$ cat config.mk
export PLATFORM = sky130hd
export DESIGN_NAME = shape_coverage_alpha_blend
export DESIGN_NICKNAME = d
export VERILOG_FILES = /design/src/rtl/core/scab_pkg.sv /design/src/rtl/core/shape_coverage_alpha_blend.sv
export SDC_FILE = /design/constraint.sdc
export NUM_CORES = 2
export LEC_CHECK = 0
export ABC_AREA = 1
export BUFFER_PORTS_ARGS = -buffer_cell sky130_fd_sc_hd__buf_2
export CORE_MARGIN = 10
export CORE_UTILIZATION = 61
export CTS_BUF_LIST = sky130_fd_sc_hd__clkbuf_8
export DETAILED_ROUTE_END_ITERATION = 12
export GPL_TIMING_DRIVEN = 0
export PLACE_DENSITY = 0.81
export SKIP_CTS_REPAIR_TIMING = 1
export SLEW_MARGIN = 20
export SYNTH_ARGS = -nofsm -noshare
export SYNTH_HDL_FRONTEND = slang
export SYNTH_SLANG_ARGS = --single-unit
$ cat constraint.sdc
create_clock -name clock -period 7.5 [get_ports clock]
set_clock_uncertainty 0.2 [all_clocks]
set_input_delay 0.75 -clock clock [delete_from_list [all_inputs] [get_ports clock]]
set_output_delay 0.75 -clock clock [all_outputs]
set_load 0.01 [all_outputs]
$ cat src/rtl/core/scab_pkg.sv
package scab_pkg;

   // Coordinate bits taken from the pixel position fields
   localparam int COORD_BITS = 12;
   localparam int PIX_BITS   = 12;
   localparam logic [PIX_BITS-1:0] PIX_MASK = PIX_BITS'((64'd1 << COORD_BITS) - 64'd1);

   // Configuration register indexes
   localparam int CSR_ADDR_BITS = 3;
   localparam logic [CSR_ADDR_BITS-1:0] CSR_SHAPE_MODE  = 3'd0;
   localparam logic [CSR_ADDR_BITS-1:0] CSR_ORIGIN_X    = 3'd1;
   localparam logic [CSR_ADDR_BITS-1:0] CSR_ORIGIN_Y    = 3'd2;
   localparam logic [CSR_ADDR_BITS-1:0] CSR_EXTENT_W    = 3'd3;
   localparam logic [CSR_ADDR_BITS-1:0] CSR_EXTENT_H    = 3'd4;
   localparam logic [CSR_ADDR_BITS-1:0] CSR_STROKE      = 3'd5;
   localparam logic [CSR_ADDR_BITS-1:0] CSR_DRAW_COLOR  = 3'd6;

   // Shape modes
   localparam logic [1:0] MODE_RECT_FILL    = 2'd0;
   localparam logic [1:0] MODE_RECT_OUTLINE = 2'd1;
   localparam logic [1:0] MODE_CIRCLE_FILL  = 2'd2;
   localparam logic [1:0] MODE_CIRCLE_RING  = 2'd3;

   typedef logic signed [15:0] edge_type;
   typedef logic signed [29:0] dist_type;

   // Floor of n / 255, exact for n below 255 * 256
   function automatic logic [7:0] div255(input logic [15:0] n);
      logic [16:0] sum;
      begin
         sum = 17'(n) + 17'(n[15:8]) + 17'd1;
         return sum[15:8];
      end
   endfunction

endpackage

$ cat src/rtl/core/shape_coverage_alpha_blend.sv
// Shape coverage test and source-over blend, one pixel per transaction.
// Registered stages from input acceptance to result valid: subtract, square and
// box compare, distance compare and blend products, blend divide and select. Throughput: one
// transaction per cycle with rsp_ready high; stages advance alone, so bubbles close up.
// Reset (synchronous, active high) clears all valid bits and loads the register defaults.
// Shape-derived edges and radius thresholds are registered from the configuration registers.
module shape_coverage_alpha_blend (
   input  logic        clock,
   input  logic        reset,
   input  logic        csr_we,
   input  logic [2:0]  csr_addr,
   input  logic [31:0] csr_wdata,
   input  logic        req_valid,
   output logic        req_ready,
   input  logic [11:0] req_pixel_x,
   input  logic [11:0] req_pixel_y,
   input  logic [31:0] req_dest_pixel,
   output logic        rsp_valid,
   input  logic        rsp_ready,
   output logic [31:0] rsp_pixel_out,
   output logic        rsp_covered
);

   // ---------------- configuration registers ----------------
   logic [1:0]         shape_mode_ff;
   logic signed [12:0] origin_x_ff, origin_y_ff, extent_w_ff, extent_h_ff;
   logic [11:0]        stroke_ff;
   logic [31:0]        draw_color_ff;

   always_ff @(posedge clock) begin
      if (reset) begin
         shape_mode_ff <= scab_pkg::MODE_RECT_FILL;
         origin_x_ff   <= '0;
         origin_y_ff   <= '0;
         extent_w_ff   <= '0;
         extent_h_ff   <= '0;
         stroke_ff     <= 12'd1;
         draw_color_ff <= '0;
      end else if (csr_we) begin
         case (csr_addr)
            scab_pkg::CSR_SHAPE_MODE: shape_mode_ff <= csr_wdata[1:0];
            scab_pkg::CSR_ORIGIN_X:   origin_x_ff   <= signed'(csr_wdata[12:0]);
            scab_pkg::CSR_ORIGIN_Y:   origin_y_ff   <= signed'(csr_wdata[12:0]);
            scab_pkg::CSR_EXTENT_W:   extent_w_ff   <= signed'(csr_wdata[12:0]);
            scab_pkg::CSR_EXTENT_H:   extent_h_ff   <= signed'(csr_wdata[12:0]);
            scab_pkg::CSR_STROKE:     stroke_ff     <= csr_wdata[11:0];
            scab_pkg::CSR_DRAW_COLOR: draw_color_ff <= csr_wdata;
            default: ;
         endcase
      end
   end

   // ---------------- shape-derived values (registered from config) ----------------
   scab_pkg::edge_type left_in, right_in, top_in, bot_in;
   scab_pkg::edge_type ileft_in, iright_in, itop_in, ibot_in;
   scab_pkg::edge_type ox, oy, ew, eh, th, wabs, habs;
   logic               rect_ok_in, inner_ok_in;
   logic signed [25:0] rsq;
   logic signed [13:0] rmt;
   logic signed [27:0] rmtsq;
   scab_pkg::dist_type hi_in, lo_in;

   scab_pkg::edge_type left_ff, right_ff, top_ff, bot_ff;
   scab_pkg::edge_type ileft_ff, iright_ff, itop_ff, ibot_ff;
   logic               rect_ok_ff, inner_ok_ff;
   scab_pkg::dist_type hi_ff, lo_ff;

   always_comb begin
      ox   = 16'(origin_x_ff);
      oy   = 16'(origin_y_ff);
      ew   = 16'(extent_w_ff);
      eh   = 16'(extent_h_ff);
      th   = signed'({4'd0, stroke_ff});
      wabs = extent_w_ff[12] ? -ew : ew;
      habs = extent_h_ff[12] ? -eh : eh;
      // Normalize negative extents
      left_in  = extent_w_ff[12] ? ox + ew : ox;
      right_in = extent_w_ff[12] ? ox : ox + ew;
      top_in   = extent_h_ff[12] ? oy + eh : oy;
      bot_in   = extent_h_ff[12] ? oy : oy + eh;
      ileft_in  = left_in + th;
      iright_in = right_in - th;
      itop_in   = top_in + th;
      ibot_in   = bot_in - th;
      rect_ok_in  = (wabs != 16'sd0) && (habs != 16'sd0);
      inner_ok_in = (wabs > (th <<< 1)) && (habs > (th <<< 1));
      // Circle thresholds: r*r + r and (r-t)^2 + r
      rsq   = 26'(extent_w_ff) * 26'(extent_w_ff);
      rmt   = 14'(extent_w_ff) - signed'({2'd0, stroke_ff});
      rmtsq = 28'(rmt) * 28'(rmt);
      hi_in = 30'(rsq) + 30'(extent_w_ff);
      lo_in = 30'(rmtsq) + 30'(extent_w_ff);
   end

   always_ff @(posedge clock) begin
      left_ff     <= left_in;
      right_ff    <= right_in;
      top_ff      <= top_in;
      bot_ff      <= bot_in;
      ileft_ff    <= ileft_in;
      iright_ff   <= iright_in;
      itop_ff     <= itop_in;
      ibot_ff     <= ibot_in;
      rect_ok_ff  <= rect_ok_in;
      inner_ok_ff <= inner_ok_in;
      hi_ff       <= hi_in;
      lo_ff       <= lo_in;
   end

   // ---------------- stage handshake ----------------
   logic v1_ff, v2_ff, v3_ff, v4_ff;
   logic en1, en2, en3, en4;

   assign en4 = !v4_ff || rsp_ready;
   assign en3 = !v3_ff || en4;
   assign en2 = !v2_ff || en3;
   assign en1 = !v1_ff || en2;
   assign req_ready = en1;

   always_ff @(posedge clock) begin
      if (reset) begin
         v1_ff <= 1'b0;
         v2_ff <= 1'b0;
         v3_ff <= 1'b0;
         v4_ff <= 1'b0;
      end else begin
         if (en1) v1_ff <= req_valid;
         if (en2) v2_ff <= v1_ff;
         if (en3) v3_ff <= v2_ff;
         if (en4) v4_ff <= v3_ff;
      end
   end

   // ---------------- stage 1: offsets from the circle center ----------------
   logic [11:0]        pxm, pym;
   scab_pkg::edge_type px1_in, py1_in;
   logic signed [14:0] dx1_in, dy1_in;

   scab_pkg::edge_type px1_ff, py1_ff;
   logic signed [14:0] dx1_ff, dy1_ff;
   logic [31:0]        dest1_ff;

   always_comb begin
      pxm    = req_pixel_x & scab_pkg::PIX_MASK;
      pym    = req_pixel_y & scab_pkg::PIX_MASK;
      px1_in = signed'({4'd0, pxm});
      py1_in = signed'({4'd0, pym});
      dx1_in = signed'({3'd0, pxm}) - 15'(origin_x_ff);
      dy1_in = signed'({3'd0, pym}) - 15'(origin_y_ff);
   end

   always_ff @(posedge clock) begin
      if (en1) begin
         px1_ff   <= px1_in;
         py1_ff   <= py1_in;
         dx1_ff   <= dx1_in;
         dy1_ff   <= dy1_in;
         dest1_ff <= req_dest_pixel;
      end
   end

   // ---------------- stage 2: squares and box tests ----------------
   scab_pkg::dist_type dx2_ff, dy2_ff;
   logic               outer_in_ff, inner_in_ff;
   logic [31:0]        dest2_ff;

   always_ff @(posedge clock) begin
      if (en2) begin
         dx2_ff      <= 30'(dx1_ff) * 30'(dx1_ff);
         dy2_ff      <= 30'(dy1_ff) * 30'(dy1_ff);
         outer_in_ff <= rect_ok_ff && (px1_ff >= left_ff) && (px1_ff < right_ff)
                        && (py1_ff >= top_ff) && (py1_ff < bot_ff);
         inner_in_ff <= inner_ok_ff && (px1_ff >= ileft_ff) && (px1_ff < iright_ff)
                        && (py1_ff >= itop_ff) && (py1_ff < ibot_ff);
         dest2_ff    <= dest1_ff;
      end
   end

   // ---------------- stage 3: coverage decision and blend products ----------------
   scab_pkg::dist_type d2;
   logic               cov3_in;
   logic [7:0]         sa, sa_inv;
   logic [15:0]        ps_in [4];
   logic [15:0]        pd_in [4];

   always_comb begin
      d2 = dx2_ff + dy2_ff;
      case (shape_mode_ff)
         scab_pkg::MODE_RECT_FILL:    cov3_in = outer_in_ff;
         scab_pkg::MODE_RECT_OUTLINE: cov3_in = (stroke_ff != 12'd0) && outer_in_ff
                                                && !inner_in_ff;
         scab_pkg::MODE_CIRCLE_FILL:  cov3_in = !extent_w_ff[12] && (d2 <= hi_ff);
         scab_pkg::MODE_CIRCLE_RING:  cov3_in = !extent_w_ff[12] && (d2 <= hi_ff)
                                                && (d2 >= lo_ff);
         default:                     cov3_in = 1'b0;
      endcase
      sa     = draw_color_ff[31:24];
      sa_inv = 8'd255 - sa;
      // Color channels in bytes 0..2, alpha in byte 3 with a full-scale source
      for (int k = 0; k < 4; k++) begin
         pd_in[k] = 16'(dest2_ff[8*k +: 8]) * 16'(sa_inv);
      end
      for (int k = 0; k < 3; k++) begin
         ps_in[k] = 16'(draw_color_ff[8*k +: 8]) * 16'(sa);
      end
      ps_in[3] = 16'(sa) * 16'd255;
   end

   logic [15:0] ps3_ff [4];
   logic [15:0] pd3_ff [4];
   logic        cov3_ff;
   logic [31:0] dest3_ff;

   always_ff @(posedge clock) begin
      if (en3) begin
         ps3_ff   <= ps_in;
         pd3_ff   <= pd_in;
         cov3_ff  <= cov3_in;
         dest3_ff <= dest2_ff;
      end
   end

   // ---------------- stage 4: divide by 255 and select ----------------
   logic [31:0] blend_in;

   always_comb begin
      for (int k = 0; k < 4; k++) begin
         blend_in[8*k +: 8] = scab_pkg::div255(ps3_ff[k] + pd3_ff[k]);
      end
   end

   logic [31:0] pix4_ff;
   logic        cov4_ff;

   always_ff @(posedge clock) begin
      if (en4) begin
         pix4_ff <= cov3_ff ? blend_in : dest3_ff;
         cov4_ff <= cov3_ff;
      end
   end

   assign rsp_valid     = v4_ff;
   assign rsp_pixel_out = pix4_ff;
   assign rsp_covered   = cov4_ff;

endmodule

== Word level (Yosys, flattened, before mapping) ==
Cells that the tools add are included.

* Input port bits: 96
* Flip-flop bits (word level): 660
* Logic and storage cells: 149
* Output and inout bits: 35

* $add $sub $neg: 27
* Order comparisons: 12
* Equality and inequality tests: 9
* Reductions and logical operators: 36
* Multiplexer cells: 8
* Multiply operators: 12

{| class="wikitable"
|+ Operators with widths
! operator !! count
|-
| 8-bit by 8-bit multiplier with 16-bit output || 7
|-
| 16-bit 2-to-1 mux || 6
|-
| 14-bit by 14-bit multiplier with 28-bit output || 3
|-
| 16-bit by 1-bit adder with 16-bit output, second input constant || 4
|-
| 16-bit adder || 4
|-
| 16-bit by 8-bit adder with 16-bit output || 4
|-
| 13-bit by 16-bit greater-or-equal comparator with 1-bit output || 4
|-
| 13-bit by 16-bit < comparator with 1-bit output || 4
|-
| 13-bit by 13-bit subtractor with 14-bit output || 3
|-
| 16-bit by 13-bit adder with 16-bit output || 2
|-
| 16-bit by 14-bit greater-than comparator with 1-bit output || 2
|-
| 32-bit 2-to-1 mux || 1
|-
| 13-bit negator with 16-bit output || 2
|-
| 16-bit nonzero test || 2
|-
| 16-bit by 13-bit subtractor with 16-bit output || 2
|-
| 30-bit adder || 1
|-
| 30-bit by 29-bit greater-or-equal comparator with 1-bit output || 1
|-
| 30-bit by 27-bit <= comparator with 1-bit output || 1
|-
| 28-bit by 13-bit adder with 29-bit output || 1
|-
| 13-bit by 13-bit adder with 14-bit output || 2
|-
| 26-bit by 13-bit adder with 27-bit output || 1
|-
| 13-bit by 13-bit multiplier with 26-bit output || 1
|-
| 8-bit by 8-bit multiplier with 16-bit output, second input constant || 1
|-
| 1-bit logical AND || 14
|-
| 13 further kinds || 31
|}

== Depth between registers and ports, before layout ==
* Word-level depth: 5
* Depth in mapped cells: 36
* Mapped depth without buffers: 36

== Least setup slack after synthesis ==
No wires, ideal clock.

* Path kind: input-to-output
* Start: input port rsp_ready
* End: output port req_ready
* Setup slack: -0.469 ns
* Data arrival time: 7.019 ns
* Buffers on the path: 0
* Data required time: 6.550 ns
* Stages: 6
* Cell sequence: nor2_1 -> inv_1 -> nor2_1 -> inv_1 -> nor2_1 -> nand2_1

* Longest elaborated chain between the ends: 4

{| class="wikitable"
|+ Ends and longest elaborated chain
! what !! line !! text
|-
| start: declaration || shape_coverage_alpha_blend.sv:19 || <nowiki>input logic rsp_ready,</nowiki>
|-
| 1-bit logical OR || shape_coverage_alpha_blend.sv:114 || <nowiki>assign en4 = !v4_ff || rsp_ready;</nowiki>
|-
| via en4 || shape_coverage_alpha_blend.sv:112 || <nowiki>logic en1, en2, en3, en4;</nowiki>
|-
| 1-bit logical OR || shape_coverage_alpha_blend.sv:115 || <nowiki>assign en3 = !v3_ff || en4;</nowiki>
|-
| via en3 || shape_coverage_alpha_blend.sv:112 ||
|-
| 1-bit logical OR || shape_coverage_alpha_blend.sv:116 || <nowiki>assign en2 = !v2_ff || en3;</nowiki>
|-
| 1-bit logical OR || shape_coverage_alpha_blend.sv:117 || <nowiki>assign en1 = !v1_ff || en2;</nowiki>
|-
| end: declaration || shape_coverage_alpha_blend.sv:14 || <nowiki>output logic req_ready,</nowiki>
|}

The timed path passes the listed nets, and every way through them passes these cells.

== Worst setup path after layout ==
* Start: register stroke_ff[7]
* End: register lo_ff[26]

* Longest elaborated chain between the ends: 3

{| class="wikitable"
|+ Ends and longest elaborated chain
! what !! line !! text
|-
| start: declaration || shape_coverage_alpha_blend.sv:27 || <nowiki>logic [11:0] stroke_ff;</nowiki>
|-
| start signal: assignment || shape_coverage_alpha_blend.sv:46 || <nowiki>scab_pkg::CSR_STROKE: stroke_ff <= csr_wdata[11:0];</nowiki>
|-
| 13-bit by 13-bit subtractor with 14-bit output || shape_coverage_alpha_blend.sv:89 || <nowiki>rmt = 14'(extent_w_ff) - signed'({2'd0, stroke_ff});</nowiki>
|-
| 14-bit by 14-bit multiplier with 28-bit output || shape_coverage_alpha_blend.sv:90 || <nowiki>rmtsq = 28'(rmt) * 28'(rmt);</nowiki>
|-
| 28-bit by 13-bit adder with 29-bit output || shape_coverage_alpha_blend.sv:92 || <nowiki>lo_in = 30'(rmtsq) + 30'(extent_w_ff);</nowiki>
|-
| via lo_in[26] || shape_coverage_alpha_blend.sv:61 || <nowiki>scab_pkg::dist_type hi_in, lo_in;</nowiki>
|-
| end signal: assignment || shape_coverage_alpha_blend.sv:107 || <nowiki>lo_ff <= lo_in;</nowiki>
|-
| end: declaration || shape_coverage_alpha_blend.sv:66 || <nowiki>scab_pkg::dist_type hi_ff, lo_ff;</nowiki>
|}

The timed path passes the listed nets, and every way through them passes these cells.
A chain may end at the register's enable or synchronous reset.

==> reports/metrics.yaml <==
worst_pin_slew_ns: 1.18
max_freq_mhz: 135
placed_area_um2: 80700
worstPathArrival_ns: 7.96
layout-drive-gt1-share_pct: 6.13
synth_cell_type_count: 60
nets: 11542
maxCapViolations: 0
setup_viol: 0
synth_area_um2: 77800
route.detailed.wl_per_inst_um: 18.8
slew_headroom_pct: 21.4
cp-endpoint: "lo_ff[26]"
violations: "negative hold slack"
dieWidth_um: 377
yosys.area.top_type: "fa_1"
first_global_vias: 63557
h-tree-depth: 3
critPathLaunchType: "register"
drt-total-wl_mm: 211
place_ws_ns: -1.36
path_clk_slew_ns: 0.07
routed_via_density: 5.58
drt_iter0_markers: 5584
yosysSeqAreaShare_pct: 21.3
grt_pass1_wl_mm: 328
ys_warn_count: 0
finalWorstSetupSlack_ns: 0.0933
fin_crit_ns: 7.41
vias: 62555
dieArea_um2: 142000
synth_fp_nets: 11143
overflow: 0
cp_max_fo: 10
synth_most_common_cell: "inv_1"
synth_edf_count: 366
hpwl_mm: 170
dr.pass1.iters: 6
multiInputGateArea_um2: 53500
ys.flop_type: "edfxtp_1"
final_area_um2: 85200
whs_ns: -0.0334
syn_inst: 9059
path_delay_family: "adder cells"
cts_tree: "built"
ys_top_cells_by_area: "fa_1 (25%), ha_1 (16%), edfxtp_1 (14%)"
port_buffers: 130
reg2reg_from: "stroke_ff[7]"
cp-startpoint: "stroke_ff[7]"
final_hold_viol_count: 3
r2r_cells: 34
die_y_um: 377
clock_sinks: 645
grt_usage_pct: 29.0
fp.coreArea_um2: 126000
ant_nets: 0
seqCellArea_um2: 16600
synth-async-reset-ratio_pct: 0
critPathRequiredTime_ns: 8.05
num-fill-cells: 9712
crit_type: "register to register"
antenna_found_initial: 16
run_status: "finished, violations left"
crit_path_end_kind: "register"
ff2ff_setup_slack_ns: 0.09
slew_violations: 0
worstHoldPathCells: 3
hold_path_class: "input pin to register"
pin_count: 131
r2r_end: "lo_ff[26]"
cts_max_path_buffers: 3
timing.final.crit_share_pct: 98.8
ys_ff_latch: 645
cts_root_buf: "clkbuf_8"
rsz0062_at_grt: "true"
yosys-top-cells-count: "inv_1 (2,038), nand2_1 (1,659), ha_1 (997)"
slowest_stage: "fa_1"
initial_core_util_pct: 61.6
worstPathBufferInverterCount: 7
synth.top_cell.area_share_pct: 25.5
drc: 0
path_depth: 34
syn_avg_cell_area_um2: 8.59
syn_to_final_growth_pct: 9.47
clock_latency_ns: 0.87
cts_made_buffers: 110
grt_max_degree: 57
slowest_delay_ns: 0.58
place.gp.congestion: 0.993
num_rows: 130
[layout make-up]
class / instances / share of cell area [%]
well taps: 1650 / 2.42
multi-input cells: 6195 / 62.8
flip-flops and latches: 645 / 19.5
clock buffers: 124 / 2.00
repair buffers: 287 / 2.50
diodes: 7 / 0.0206
clock inverters: 84 / 0.828
plain buffers: 172 / 0.821
inverters: 2047 / 9.11
[metal layers]
metal | GRT usage, % | routed length (um)
met5 | 0 | 92
met2 | 46.1 | 94900
met1 | 38.1 | 84400
met4 | 11.7 | 9570
met3 | 6.82 | 21700
[worst min path at each step]
stage                       start                 to
2_1_floorplan         dest1_ff[0]        dest2_ff[0]
3_3_place_gp         dest1_ff[20]       dest2_ff[20]
3_5_place_dp          dest1_ff[1]        dest2_ff[1]
4_1_cts        req_dest_pixel[13]       dest1_ff[13]
5_1_grt             csr_wdata[29]  draw_color_ff[29]
6_report            csr_wdata[16]  draw_color_ff[16]
[worst register-to-register path: cells and delay by family, from the launching register on]
family | cells | cell delay (ns)
AO/OA/AOI/OAI | 1 | 0.08
flip-flops | 1 | 0.39
buffers and inverters | 7 | 0.77
XOR/XNOR | 1 | 0.15
AND/OR/NAND/NOR | 17 | 1.96
adder cells (fa/ha/maj) | 8 | 3.75
[registers in the layout, indices dropped and copies added (netlist names), 16 cells and up]
register	count
dest1_ff	32
dest2_ff	32
dest3_ff	32
draw_color_ff	32
dx2_ff	27
dy2_ff	27
hi_ff	26
ibot_ff	16
ileft_ff	16
iright_ff	16
itop_ff	16
lo_ff	29
pd3_ff	64
ps3_ff	64
rsp_pixel_out	32
[through the flow]
| stage | TNS (ns) | util [%] | cells |
|---|---|---|---|
| after CTS | -15.17 | 65.9 | 11054 |
| after floorplan | 0 | - | 9059 |
| after detailed placement | -13.86 | 63.9 | 10846 |
| after global placement | -316.13 | 63.8 | 10839 |
| final | 0 | 67.5 | 11211 |
| after global routing | -0.452 | 67.5 | 11209 |
[placed cells by master, fill, tap and decap left out, drive strengths merged, types with 5 or more instances in the layout]
| cell type | synthesis | routed |
|---|---|---|
| dfxtp | 279 | 279 |
| a21boi | 11 | 11 |
| a31oi | 15 | 15 |
| diode | 0 | 7 |
| nor3 | 51 | 51 |
| o31ai | 5 | 5 |
| nor2 | 605 | 605 |
| o21bai | 25 | 25 |
| a211oi | 8 | 8 |
| and2 | 11 | 11 |
| clkinv | 4 | 47 |
| nor4 | 13 | 13 |
| o2111ai | 17 | 17 |
| inv | 2043 | 2056 |
| xnor2 | 141 | 141 |
| o221ai | 12 | 12 |
| or2 | 20 | 20 |
| clkbuf | 154 | 279 |
| clkinvlp | 0 | 19 |
| nand4 | 64 | 64 |
| nand2 | 1669 | 1669 |
| nand3 | 260 | 260 |
| fa | 991 | 991 |
| buf | 18 | 239 |
| ha | 997 | 997 |
| a21o | 34 | 34 |
| edfxtp | 366 | 366 |
| o21ai | 339 | 339 |
| a21oi | 557 | 557 |
| dlygate4sd3 | 0 | 65 |
| nor3b | 5 | 5 |
| nand3b | 18 | 18 |
| o21a | 20 | 20 |
| o211ai | 19 | 19 |
| bufinv | 0 | 9 |
| xor2 | 275 | 275 |
[cell families after synthesis]
kind of cell               Yosys count  synth area share, %
and+or+nand+nor                   2719                 14.2
adders and majority gates         1988                 41.5
xor gates and xnor gates           416                 4.70
AOI/OAI and AO/OA                 1072                 7.53
DFF                                645                 21.3
buffers and inverters             2219                 10.7
Power is left out: the tool's default activity adds up to more than one toggle a clock period on the data nets, which glitch-free logic cannot reach.
